[src/design/fmo_pkg.sv]
// Package of the FM operator matrix block: constants, codes, command and payload types.
`default_nettype none

package fmo_pkg;

    localparam int OPERATORS  = 8;
    localparam int WORD_WIDTH = 32;
    localparam int FRAC_BITS  = 24;

    localparam logic [2:0] LAST_OP = 3'(OPERATORS - 1);

    // Word codes within one operator's row.
    localparam logic [2:0] W_RATE    = 3'd0;
    localparam logic [2:0] W_LFO     = 3'd1;
    localparam logic [2:0] W_ENV     = 3'd2;
    localparam logic [2:0] W_ENVSTEP = 3'd3;
    localparam logic [2:0] W_GAIN    = 3'd4;
    localparam logic [2:0] W_PANL    = 3'd5;
    localparam logic [2:0] W_PANR    = 3'd6;
    localparam logic [2:0] W_PHASE   = 3'd7;

    // Sine polynomial coefficients, Q8.24.
    localparam logic signed [32:0] C1_Q24 = 33'sd105414357;
    localparam logic signed [32:0] C3_Q24 = 33'sd693598668;
    localparam logic signed [32:0] C5_Q24 = 33'sd1369108894;
    localparam logic signed [32:0] C7_Q24 = 33'sd1286910780;

    localparam logic [4:0] CALC_LAST = 5'd16;
    localparam logic [4:0] READ_LAST = 5'd7;

    typedef enum logic [3:0] {
        S_IDLE, S_RD, S_WAIT, S_PREP, S_CALC, S_MR, S_MM, S_MA, S_PR, S_PW, S_OUT
    } state_t;

    typedef enum logic [3:0] {
        MS_NONE, MS_AA, MS_LFO_RATE, MS_A2A, MS_AC1, MS_A3A2, MS_A3C3, MS_A5A2,
        MS_A5C5, MS_A7C7, MS_ENV_GAIN, MS_EG_SIN, MS_V_RATE, MS_V_PANL, MS_V_PANR, MS_MOD
    } mul_sel_t;

    typedef enum logic [3:0] {
        WB_NONE, WB_A2, WB_STEP_INIT, WB_A3, WB_T1, WB_A5, WB_T3, WB_A7, WB_T5,
        WB_T7, WB_EG, WB_V, WB_MODV, WB_LEFT, WB_RIGHT, WB_STEP_ACC
    } wb_t;

    typedef struct packed {
        logic     load;
        logic     frame_clr;
        logic     word_rd;
        logic     mod_rd;
        logic     sine_prep;
        logic     env_wr;
        logic     ph_wr;
        logic [2:0] op;
        logic [2:0] tgt;
        logic [2:0] w;
        mul_sel_t mul;
        wb_t      wb;
    } fmo_cmd_t;

    typedef struct packed {
        logic              mode;
        logic [2:0]        op_index;
        logic [3:0]        word_select;
        logic signed [31:0] word_value;
    } fmo_in_t;

    typedef struct packed {
        logic signed [31:0] left_sample;
        logic signed [31:0] right_sample;
        logic              saturated;
    } fmo_out_t;

endpackage

`default_nettype wire

[src/design/fmo_ctrl.sv]
// Controller state machine that sequences loads and frame rendering.
`default_nettype none

module fmo_ctrl (
    input  logic              clk,
    input  logic              rst_n,
    input  logic              in_valid,
    input  logic              in_mode,
    output logic              in_ready,
    output logic              out_valid,
    input  logic              out_ready,
    output fmo_pkg::fmo_cmd_t cmd
);
    import fmo_pkg::*;

    state_t     state_reg, state_next;
    logic [2:0] op_reg, op_next;
    logic [2:0] tgt_reg, tgt_next;
    logic [4:0] sub_reg, sub_next;

    always_ff @(posedge clk or negedge rst_n)
    begin
        if (!rst_n)
        begin
            state_reg <= S_IDLE;
            op_reg    <= '0;
            tgt_reg   <= '0;
            sub_reg   <= '0;
        end
        else
        begin
            state_reg <= state_next;
            op_reg    <= op_next;
            tgt_reg   <= tgt_next;
            sub_reg   <= sub_next;
        end
    end

    always_comb
    begin
        state_next = state_reg;
        op_next    = op_reg;
        tgt_next   = tgt_reg;
        sub_next   = sub_reg;
        unique case (state_reg)
            S_IDLE:
            begin
                if (in_valid && in_mode)
                begin
                    state_next = S_RD;
                    op_next    = '0;
                    sub_next   = '0;
                end
            end
            S_RD:
            begin
                if (sub_reg == READ_LAST)
                begin
                    state_next = S_WAIT;
                end
                else
                begin
                    sub_next = sub_reg + 5'd1;
                end
            end
            S_WAIT:
            begin
                state_next = S_PREP;
            end
            S_PREP:
            begin
                state_next = S_CALC;
                sub_next   = '0;
            end
            S_CALC:
            begin
                if (sub_reg == CALC_LAST)
                begin
                    sub_next = '0;
                    if (op_reg == LAST_OP)
                    begin
                        state_next = S_MR;
                        op_next    = '0;
                        tgt_next   = '0;
                    end
                    else
                    begin
                        state_next = S_RD;
                        op_next    = op_reg + 3'd1;
                    end
                end
                else
                begin
                    sub_next = sub_reg + 5'd1;
                end
            end
            S_MR:
            begin
                state_next = S_MM;
            end
            S_MM:
            begin
                state_next = S_MA;
            end
            S_MA:
            begin
                state_next = S_MR;
                if (tgt_reg == LAST_OP)
                begin
                    tgt_next = '0;
                    if (op_reg == LAST_OP)
                    begin
                        state_next = S_PR;
                        op_next    = '0;
                    end
                    else
                    begin
                        op_next = op_reg + 3'd1;
                    end
                end
                else
                begin
                    tgt_next = tgt_reg + 3'd1;
                end
            end
            S_PR:
            begin
                state_next = S_PW;
            end
            S_PW:
            begin
                if (op_reg == LAST_OP)
                begin
                    state_next = S_OUT;
                end
                else
                begin
                    state_next = S_PR;
                    op_next    = op_reg + 3'd1;
                end
            end
            S_OUT:
            begin
                if (out_ready)
                begin
                    state_next = S_IDLE;
                end
            end
            default:
            begin
                state_next = S_IDLE;
            end
        endcase
    end

    always_comb
    begin
        cmd       = '0;
        cmd.mul   = MS_NONE;
        cmd.wb    = WB_NONE;
        cmd.op    = op_reg;
        cmd.tgt   = (state_reg == S_MR || state_reg == S_MM || state_reg == S_MA)
                    ? tgt_reg : op_reg;
        cmd.w     = sub_reg[2:0];
        in_ready  = 1'b0;
        out_valid = 1'b0;
        unique case (state_reg)
            S_IDLE:
            begin
                in_ready      = 1'b1;
                cmd.load      = in_valid && !in_mode;
                cmd.frame_clr = in_valid && in_mode;
            end
            S_RD:
            begin
                cmd.word_rd = 1'b1;
            end
            S_PREP:
            begin
                cmd.sine_prep = 1'b1;
            end
            S_CALC:
            begin
                unique case (sub_reg)
                    5'd0:    begin cmd.mul = MS_AA;                              end
                    5'd1:    begin cmd.mul = MS_LFO_RATE; cmd.wb = WB_A2;        end
                    5'd2:    begin cmd.mul = MS_A2A;      cmd.wb = WB_STEP_INIT; end
                    5'd3:    begin cmd.mul = MS_AC1;      cmd.wb = WB_A3;        end
                    5'd4:    begin cmd.mul = MS_A3A2;     cmd.wb = WB_T1;        end
                    5'd5:    begin cmd.mul = MS_A3C3;     cmd.wb = WB_A5;        end
                    5'd6:    begin cmd.mul = MS_A5A2;     cmd.wb = WB_T3;        end
                    5'd7:    begin cmd.mul = MS_A5C5;     cmd.wb = WB_A7;        end
                    5'd8:    begin cmd.mul = MS_A7C7;     cmd.wb = WB_T5;        end
                    5'd9:    begin cmd.mul = MS_ENV_GAIN; cmd.wb = WB_T7;        end
                    5'd10:   begin cmd.wb  = WB_EG;                              end
                    5'd11:   begin cmd.mul = MS_EG_SIN;                          end
                    5'd12:   begin cmd.wb  = WB_V;                               end
                    5'd13:   begin cmd.mul = MS_V_RATE;                          end
                    5'd14:   begin cmd.mul = MS_V_PANL;   cmd.wb = WB_MODV;      end
                    5'd15:   begin cmd.mul = MS_V_PANR;   cmd.wb = WB_LEFT;      end
                    5'd16:   begin cmd.wb  = WB_RIGHT;    cmd.env_wr = 1'b1;     end
                    default: begin cmd.wb  = WB_NONE;                            end
                endcase
            end
            S_MR:
            begin
                cmd.mod_rd = 1'b1;
            end
            S_MM:
            begin
                cmd.mul = MS_MOD;
            end
            S_MA:
            begin
                cmd.wb = WB_STEP_ACC;
            end
            S_PR:
            begin
                cmd.word_rd = 1'b1;
                cmd.w       = W_PHASE;
            end
            S_PW:
            begin
                cmd.ph_wr = 1'b1;
            end
            S_OUT:
            begin
                out_valid = 1'b1;
            end
            default:
            begin
                in_ready = 1'b0;
            end
        endcase
    end
endmodule

`default_nettype wire

[config.mk]
export PLATFORM = sky130hd
export DESIGN_NAME = fmo_ctrl
export DESIGN_NICKNAME = d
export VERILOG_FILES = /design/src/design/fmo_pkg.sv /design/src/design/fmo_ctrl.sv
export SDC_FILE = /design/constraint.sdc
export NUM_CORES = 1
export LEC_CHECK = 0
export ABC_AREA = 1
export BUFFER_PORTS_ARGS = -buffer_cell sky130_fd_sc_hd__buf_2
export CORE_MARGIN = 3
export CORE_UTILIZATION = 30
export CTS_BUF_LIST = sky130_fd_sc_hd__clkbuf_4 sky130_fd_sc_hd__clkbuf_8
export CTS_CLUSTER_DIAMETER = 80
export DETAILED_ROUTE_END_ITERATION = 6
export GPL_TIMING_DRIVEN = 0
export PLACE_DENSITY = 0.52
export SLEW_MARGIN = 20
export SYNTH_ARGS = -nofsm -noshare
export SYNTH_HDL_FRONTEND = slang
export SYNTH_SLANG_ARGS = --single-unit
[constraint.sdc]
create_clock -name clk -period 1.5 [get_ports clk]
set_clock_uncertainty 0.1 [all_clocks]
set_input_delay 0.075 -clock clk [delete_from_list [all_inputs] [get_ports clk]]
set_output_delay 0.075 -clock clk [all_outputs]
set_load 0.02 [all_outputs]
==> results of run 1 <==
## final cells by class
| type | instances | share of cell area |
|---|---|---|
| Inverter | 29 | 0.0538 |
| Tap cell | 67 | 0.0343 |
| Sequential cell | 15 | 0.157 |
| Clock buffer | 3 | 0.0169 |
| Buffer | 1 | 0.00461 |
| Clock inverter | 1 | 0.00205 |
| Multi-Input combinational cell | 184 | 0.526 |
| Timing Repair Buffer | 59 | 0.205 |
## cells in the final DEF (no fill, tap or decap), types with 4 or more instances in the layout
cell	instances
o21ai_2	5
buf_4	27
nand3_1	15
dfrtp_2	7
dfrtp_1	8
o21ai_1	6
nor2_1	7
buf_6	22
a21oi_1	7
nand2_2	25
buf_2	10
nand2_1	58
nand2_4	10
inv_4	4
nor2_2	10
inv_1	11
inv_2	13
nor2_4	12
## per-stage QoR
| step | hold slack (ns) | utilization |
|---|---|---|
| 3_3_place_gp | -0.0768 | 0.369 |
| 2_1_floorplan | -0.321 | - |
| 5_1_grt | 0.0835 | 0.513 |
| 3_5_place_dp | -0.0767 | 0.369 |
| 6_report | 0.0203 | 0.513 |
| 4_1_cts | 0.0291 | 0.434 |
## cell usage after synthesis (all sizes together)
cell / count
mux2: 2
o22ai: 1
inv: 29
dfrtp: 15
o31ai: 1
a21oi: 9
xor2: 2
o211ai: 1
o21a: 1
nand3: 16
nor2: 30
o21ai: 13
nand2: 96
nand3b: 1
ha: 9
nand4: 2
buf: 1
## worst max-delay path, delay by kind of cell (launching register included)
family	cells	cell delay [ns]
buffers and inverters	2	0.18
DFF	1	0.47
adders and majority gates	2	0.38
AOI/OAI and AO/OA	2	0.26
and+or+nand+nor	3	0.19
## routing by layer
| metal | track usage | up-vias | wire [um] | share of wire |
|---|---|---|---|---|
| li1 | - | 851 | - | - |
| met1 | 0.196 | 781 | 2130 | 0.45 |
| met2 | 0.252 | 37 | 2360 | 0.50 |
| met3 | 0.0260 | 7 | 166 | 0.035 |
| met4 | 0.0435 | 0 | 66 | 0.014 |
| met5 | 0 | - | 0 | 0 |
## timing repair
action	CTS	global route
hold buffers	1	0
gates resized for setup	51	81
setup buffers	14	14
pin swaps	13	20
hold endpoints to repair	15	0
endpoints found under the setup margin	30	36
## cell families (layout without fill, tap and decap cells)
kind of cell | after synthesis | in the layout | synth area share
AOI/OAI and AO/OA | 26 | 26 | 0.0930
muxes | 2 | 2 | 0.0151
and+or+nand+nor | 145 | 145 | 0.473
adders and majority gates | 9 | 9 | 0.0754
xor gates and xnor gates | 2 | 2 | 0.0117
DFF | 15 | 15 | 0.251
buffers and inverters | 30 | 93 | 0.0805
## power by group through the flow
stage          clock network (W)  registers [W]  logic [W]
2_1_floorplan                  0       0.000706    0.00164
3_3_place_gp                   0       0.000716    0.00214
3_5_place_dp                   0       0.000716    0.00213
4_1_cts                 0.000369       0.000709    0.00259
5_1_grt                 0.000384       0.000765    0.00361
6_report                0.000361       0.000745    0.00330
## path summary, 6_finish.rpt
path | from | endpoint | slack (ns) | depth (start not counted)
worst min-delay path | out_ready | state_reg[1] | 0.02 | 4
worst max register to register | sub_reg[0] | op_reg[2] | -0.09 | 9
min in group asynchronous | rst_n | op_reg[0] | 0.16 | 2
max in group asynchronous | rst_n | sub_reg[1] | 0.82 | 2
worst max-delay path | sub_reg[1] | cmd[5] | -0.40 | 9
worst min register to register | tgt_reg[1] | tgt_reg[1] | 0.41 | 2
==> results.md, run 1 <==
* Layout Nets at around 300
* Worst Hold Class: primary input to register
* Slew headroom at 0.736
* Cell Area, Placed at about 1800 sq um
* RePlAce Congestion at ~0.9
* Core area at 4750 sq um
* Largest net degree at the start of global routing at 16
* Failing checks: negative setup slack
* CTS buffer count at 3
* DIE HEIGHT at ~77 um
* Distinct cells, synth at 25
* Sw power at 0.00229 W
* First drt pass iteration count at 4
* Max FFs per register at 5
* Hold Vio Cnt, Final at 0
* Sequential-to-total area share from yosys stat at 0.251
* Post-Synthesis Cells at between 200 and 250
* CTS clk-pin slew, worst paths at ~0.08 ns
* Placed Cells at between 300 and 400
* Crit-path cells: ha_4 -> inv_2 -> nor2_2 -> ha_2 -> a21oi_2 -> nand2_1 -> o21ai_2 -> nand2_1 -> buf_6
* Die width at between 70 and 80 um
* Antenna cell count at 0
* GRT overflow at 0
* CP dominant cell by count: nand2_1
* Antenna-violating nets left at 0
* # Max-Cap Violations at 0
* Startpoint types: register
* Initial core utilization at 0.314
* Synth Warn # at 0
* RSZ-0062 raised after global routing: true
* Period utilization at 1.27
* Clock root cell: clkbuf_8
* Ports at 31
* #FFs+latches synth at 15
* CTS tree: yes
* CP max stage delay at roughly 0.47 ns
* Pre-CTS setup slack at -0.251 ns
* WS Path Type: register to primary output
* Initial antenna violation count at 0
* Cell-internal power at between 0.002 and 0.0025 W
* Cell Rows at 25
* Layout area overhead at 63.5%
* Slew @ Worst Pin at between 0.3 and 0.4 ns
* Mapped cell area at between 1000 and 1500 sq um
* Vias after detailed routing at between 1500 and 2000
* Wire per inst at about 13 um
* Worst setup EP type: primary output
* Total power at around 0.0044 W
* Vias per cell at 4.67
* Residual DRC at 0
* First-pass GRT wire length at roughly 7.3 mm
* Clock power frac at 0.082
* Synth area leader: dfrtp_1
* Setup TNS at -4.59 ns
* Sw frac at 0.520
* Fmax at about 530 MHz
* Fillers at 476
* # setup viols final at 29
* DIE AREA at between 5000 and 6000 sq um
* CTS Buffer Depth at 2
* WL final at about 4.7 mm
* Multi-input logic area at between 1000 and 1500 sq um
* Total global routing track utilization at 0.150
* Area share of the largest cell type after synthesis at 0.251
* Final Max Tran Viols at 0
* Clk Latency, worst-skew pair at between 0.2 and 0.3 ns
* CP required at around 1.3 ns
* Avg Cell Area, Syn at between 6 and 7 sq um
* Post-route setup slack at -0.400 ns
* FF+latch area at slightly below 400 sq um
* H-tree depth at 1
* DRT iter0 DRCs at 70
* Design area at about 2400 sq um
* Number of clock sinks at 15
* Sequential fraction of design power at 0.169
* IO buf count at 30
* WP data arrival at between 1.5 and 2 ns
* Non-Filler Instances at approximately 360
* Vias in the first global route at ~1600
* CP max-delay cell: dfrtp_2
* Post-layout min period at around 1.9 ns
* P_leak at around 1.3 nW
* Logic gate share of total power at 0.749
* Layout cells sized above 1 at 0.568
* HPWL after DPL at 3.14 mm
* Largest voltage drop on the vdd net at around 0.00070 V
* Power Density at ~1800 nW/um^2
* Syn_nets at between 200 and 250
* Run status: finished, violations left
* Synth top area cells: dfrtp_1 (25%), nand2_1 (20%), ha_1 (7.5%)
* Critical path fanouts, max at 4
Note: power is estimated with default switching activity, not from simulation.
==> run 2, diff against run 1 <==
==> constraint.sdc (replaced) <==
create_clock -name clk -period 1.5 [get_ports clk]
set_clock_uncertainty 0.1 [all_clocks]
set_input_delay 0.075 -clock clk [delete_from_list [all_inputs] [get_ports clk]]
set_output_delay 0.075 -clock clk [all_outputs]
set_load 0.1 [all_outputs]
==> run 2 against run 1 <==
Net effect:
- the run still ends with negative setup slack left
- sequential share of layout area down 3.3 points
- via count up 2.4%
- critical path depth unchanged
- register-to-register slack worse by 0.18 ns
- sequential power up 3.2%
- worst hold slack worse by 0.0024 ns
- flip-flop and latch count unchanged
- clock-buffer cell count unchanged
- critical path type unchanged
- cell area up 30%
- die area unchanged
==> results.md, run 2 (synthesized netlist as in run 1, its figures left out) <==
* HPWL after DPL at 3.27 mm (+4.3%)
* Slew headroom at 0.678 (-0.0574)
* CP max stage delay at 0.47 ns (about the same)
* GRT overflow at 0 (unchanged)
* CTS buffer count at 3 (unchanged)
* Clock root cell: clkbuf_8
* P_leak at 1.46 nW (+11%)
* Initial antenna violation count at 0 (unchanged)
* Post-route setup slack at -0.468 ns (-0.0677 ns)
* Max FFs per register at 5 (unchanged)
* Worst Path Buf+Inv at 2 (unchanged)
* Worst R2R Start: state_reg[0]
* Fillers at 376 (-21%)
* Worst setup EP type: primary output
* Crit-path cells: inv_4 -> ha_4 -> nand2_4 -> nor2_1 -> nor2_4 -> nand4_1 -> nand2_2 -> nand2_8 -> buf_12
* Initial core utilization at 0.314 (unchanged)
* R2R cell count at 11 (+2)
* # setup viols final at 36 (+24%)
* Critical path fanouts, max at 7 (+3)
* Fmax at 508 MHz (-3.4%)
* DIE HEIGHT at 76.5 um (unchanged)
* Slew @ Worst Pin at 0.486 ns (+0.0894 ns)
* Reg2reg end: sub_reg[3]
* Power Density at 2080 nW/um^2 (+15%)
* CP Depth at 9 (unchanged)
* Layout Nets at 320 (+4.2%)
* Core area at 4750 sq um (unchanged)
* WP data arrival at 1.79 ns (+0.06 ns)
* Hold Path Cell Cnt at 4 (unchanged)
* Worst Hold Class: primary input to register
* Wire per inst at 13.5 um (+2.6%)
* RePlAce Congestion at 0.922 (+1.9%)
* Post-layout min period at 1.97 ns (+0.0677 ns)
* Hold Path Sink: state_reg[1]
* Largest net degree at the start of global routing at 16 (unchanged)
* Cell Rows at 25 (unchanged)
* # Max-Cap Violations at 0 (unchanged)
* Most common cell after layout, fill and taps aside: nand2_1
* Hold slack at 0.0178 ns (-0.00243 ns)
* Ports at 31 (unchanged)
* CP top delay family: simple AND/OR/NAND/NOR gates
* CP required at 1.32 ns (about the same)
* DRT iter0 DRCs at 90 (+29%)
* CTS clk-pin slew, worst paths at 0.07 ns (about the same)
* Antenna-violating nets left at 0 (unchanged)
* CTS tree: yes
* Clk Latency, worst-skew pair at 0.25 ns (about the same)
* Startpoint types: register
* Layout area overhead at 112%
* Pre-CTS setup slack at -0.488 ns (-0.237 ns)
* Run status: finished, violations left
* Hold_sp: out_ready
* First-pass GRT wire length at 8.01 mm (+9.6%)
* CTS Buffer Depth at 2 (unchanged)
* Period utilization at 1.31 (+0.0451)
* WL final at 5.03 mm (+6.3%)
* Vias per cell at 4.62 (-1.1%)
* Layout cells sized above 1 at 0.679 (+0.110)
* First drt pass iteration count at 4 (unchanged)
* Residual DRC at 0 (unchanged)
* Hold Vio Cnt, Final at 0 (unchanged)
* Largest voltage drop on the vdd net at 0.00165 V (+140%)
* DIE AREA at 5860 sq um (unchanged)
* Total global routing track utilization at 0.166 (+0.0157)
* WS Path Type: register to primary output
* CP max-delay cell: dfrtp_2
* Die width at 76.5 um (unchanged)
* RSZ-0062 raised after global routing: true
* Vias in the first global route at 1646 (+4.0%)
* Flop2flop setup slack at -0.27 ns (-0.18 ns)
* H-tree depth at 1 (unchanged)
* Final Max Tran Viols at 0 (unchanged)
* Final Util at 0.666 (+0.152)
* Failing checks: negative setup slack
* Vias after detailed routing at 1717 (+2.4%)
* Commonest cells after routing, fill and taps aside: nand2_1 (46), buf_4 (24), buf_12 (23)
* Number of clock sinks at 15 (unchanged)
* Antenna cell count at 0 (unchanged)
* IO buf count at 30 (unchanged)
## run 2: cell count changes in the layout (fill, tap and decap cells not counted), moves of 4 or more
cell     delta
nand2_1    -12
inv_1       -4
nand2_8     +8
buf_6       -4
nor2_4      +6
nor2_2      -4
ha_4        +4
inv_4       +4
buf_12     +23
nand2_4     +7
## run 2: what timing repair did
action / CTS / global route
setup buffers: 25 / 16
gates resized for setup: 147 / 40
pin swaps: 21 / 32
hold buffers: 1 / 0
endpoints found under the setup margin: 33 / 37
hold endpoints to repair: 15 / 0
## run 2: tightest hold or removal path: cells and delay by family
family                 cells  cell delay [ns]
buffers and inverters      2             0.11
and+or+nand+nor            2             0.15
## run 2: worst max-delay path by stage
stage / from / to
after floorplan: state_reg[0] / cmd[23]
after global placement: sub_reg[0] / cmd[3]
after detailed placement: sub_reg[0] / cmd[0]
after CTS: sub_reg[0] / cmd[7]
after global routing: sub_reg[0] / cmd[6]
final: sub_reg[0] / cmd[6]
## run 2: per-stage QoR
stage	instance area, sq um	setup TNS (ns)	cells	power (W)
after floorplan	1830	-4.96	229	0.00374
after global placement	2070	-6.25	326	0.00428
after detailed placement	2070	-6.25	326	0.00426
after CTS	2880	-5.99	356	0.00598
after global routing	3170	-10.50	372	0.00696
final	3170	-7.89	372	0.00657
## run 2: metal layers
metal | routed length [um] | track usage
met5 | 0 | 0
met4 | 58 | 0.0254
met3 | 174 | 0.0296
met1 | 2260 | 0.237
met2 | 2530 | 0.264
## run 2: cell type report
type | instances | area, sq um | share of cell area
clock buffer | 3 | 41.3 | 0.0130
sequential | 15 | 393 | 0.124
multi-input combinational | 184 | 1600 | 0.507
buffer | 1 | 11.3 | 0.00356
tap | 67 | 83.8 | 0.0265
inverter | 29 | 150 | 0.0474
clock inverter | 1 | 5.00 | 0.00158
timing repair buffer | 72 | 877 | 0.277
## run 2: report_power, final
group / switching, W / internal, W
Sequential: 0.000216 / 0.000553
Combinational: 0.00332 / 0.00215
Clock: 0.000150 / 0.000184
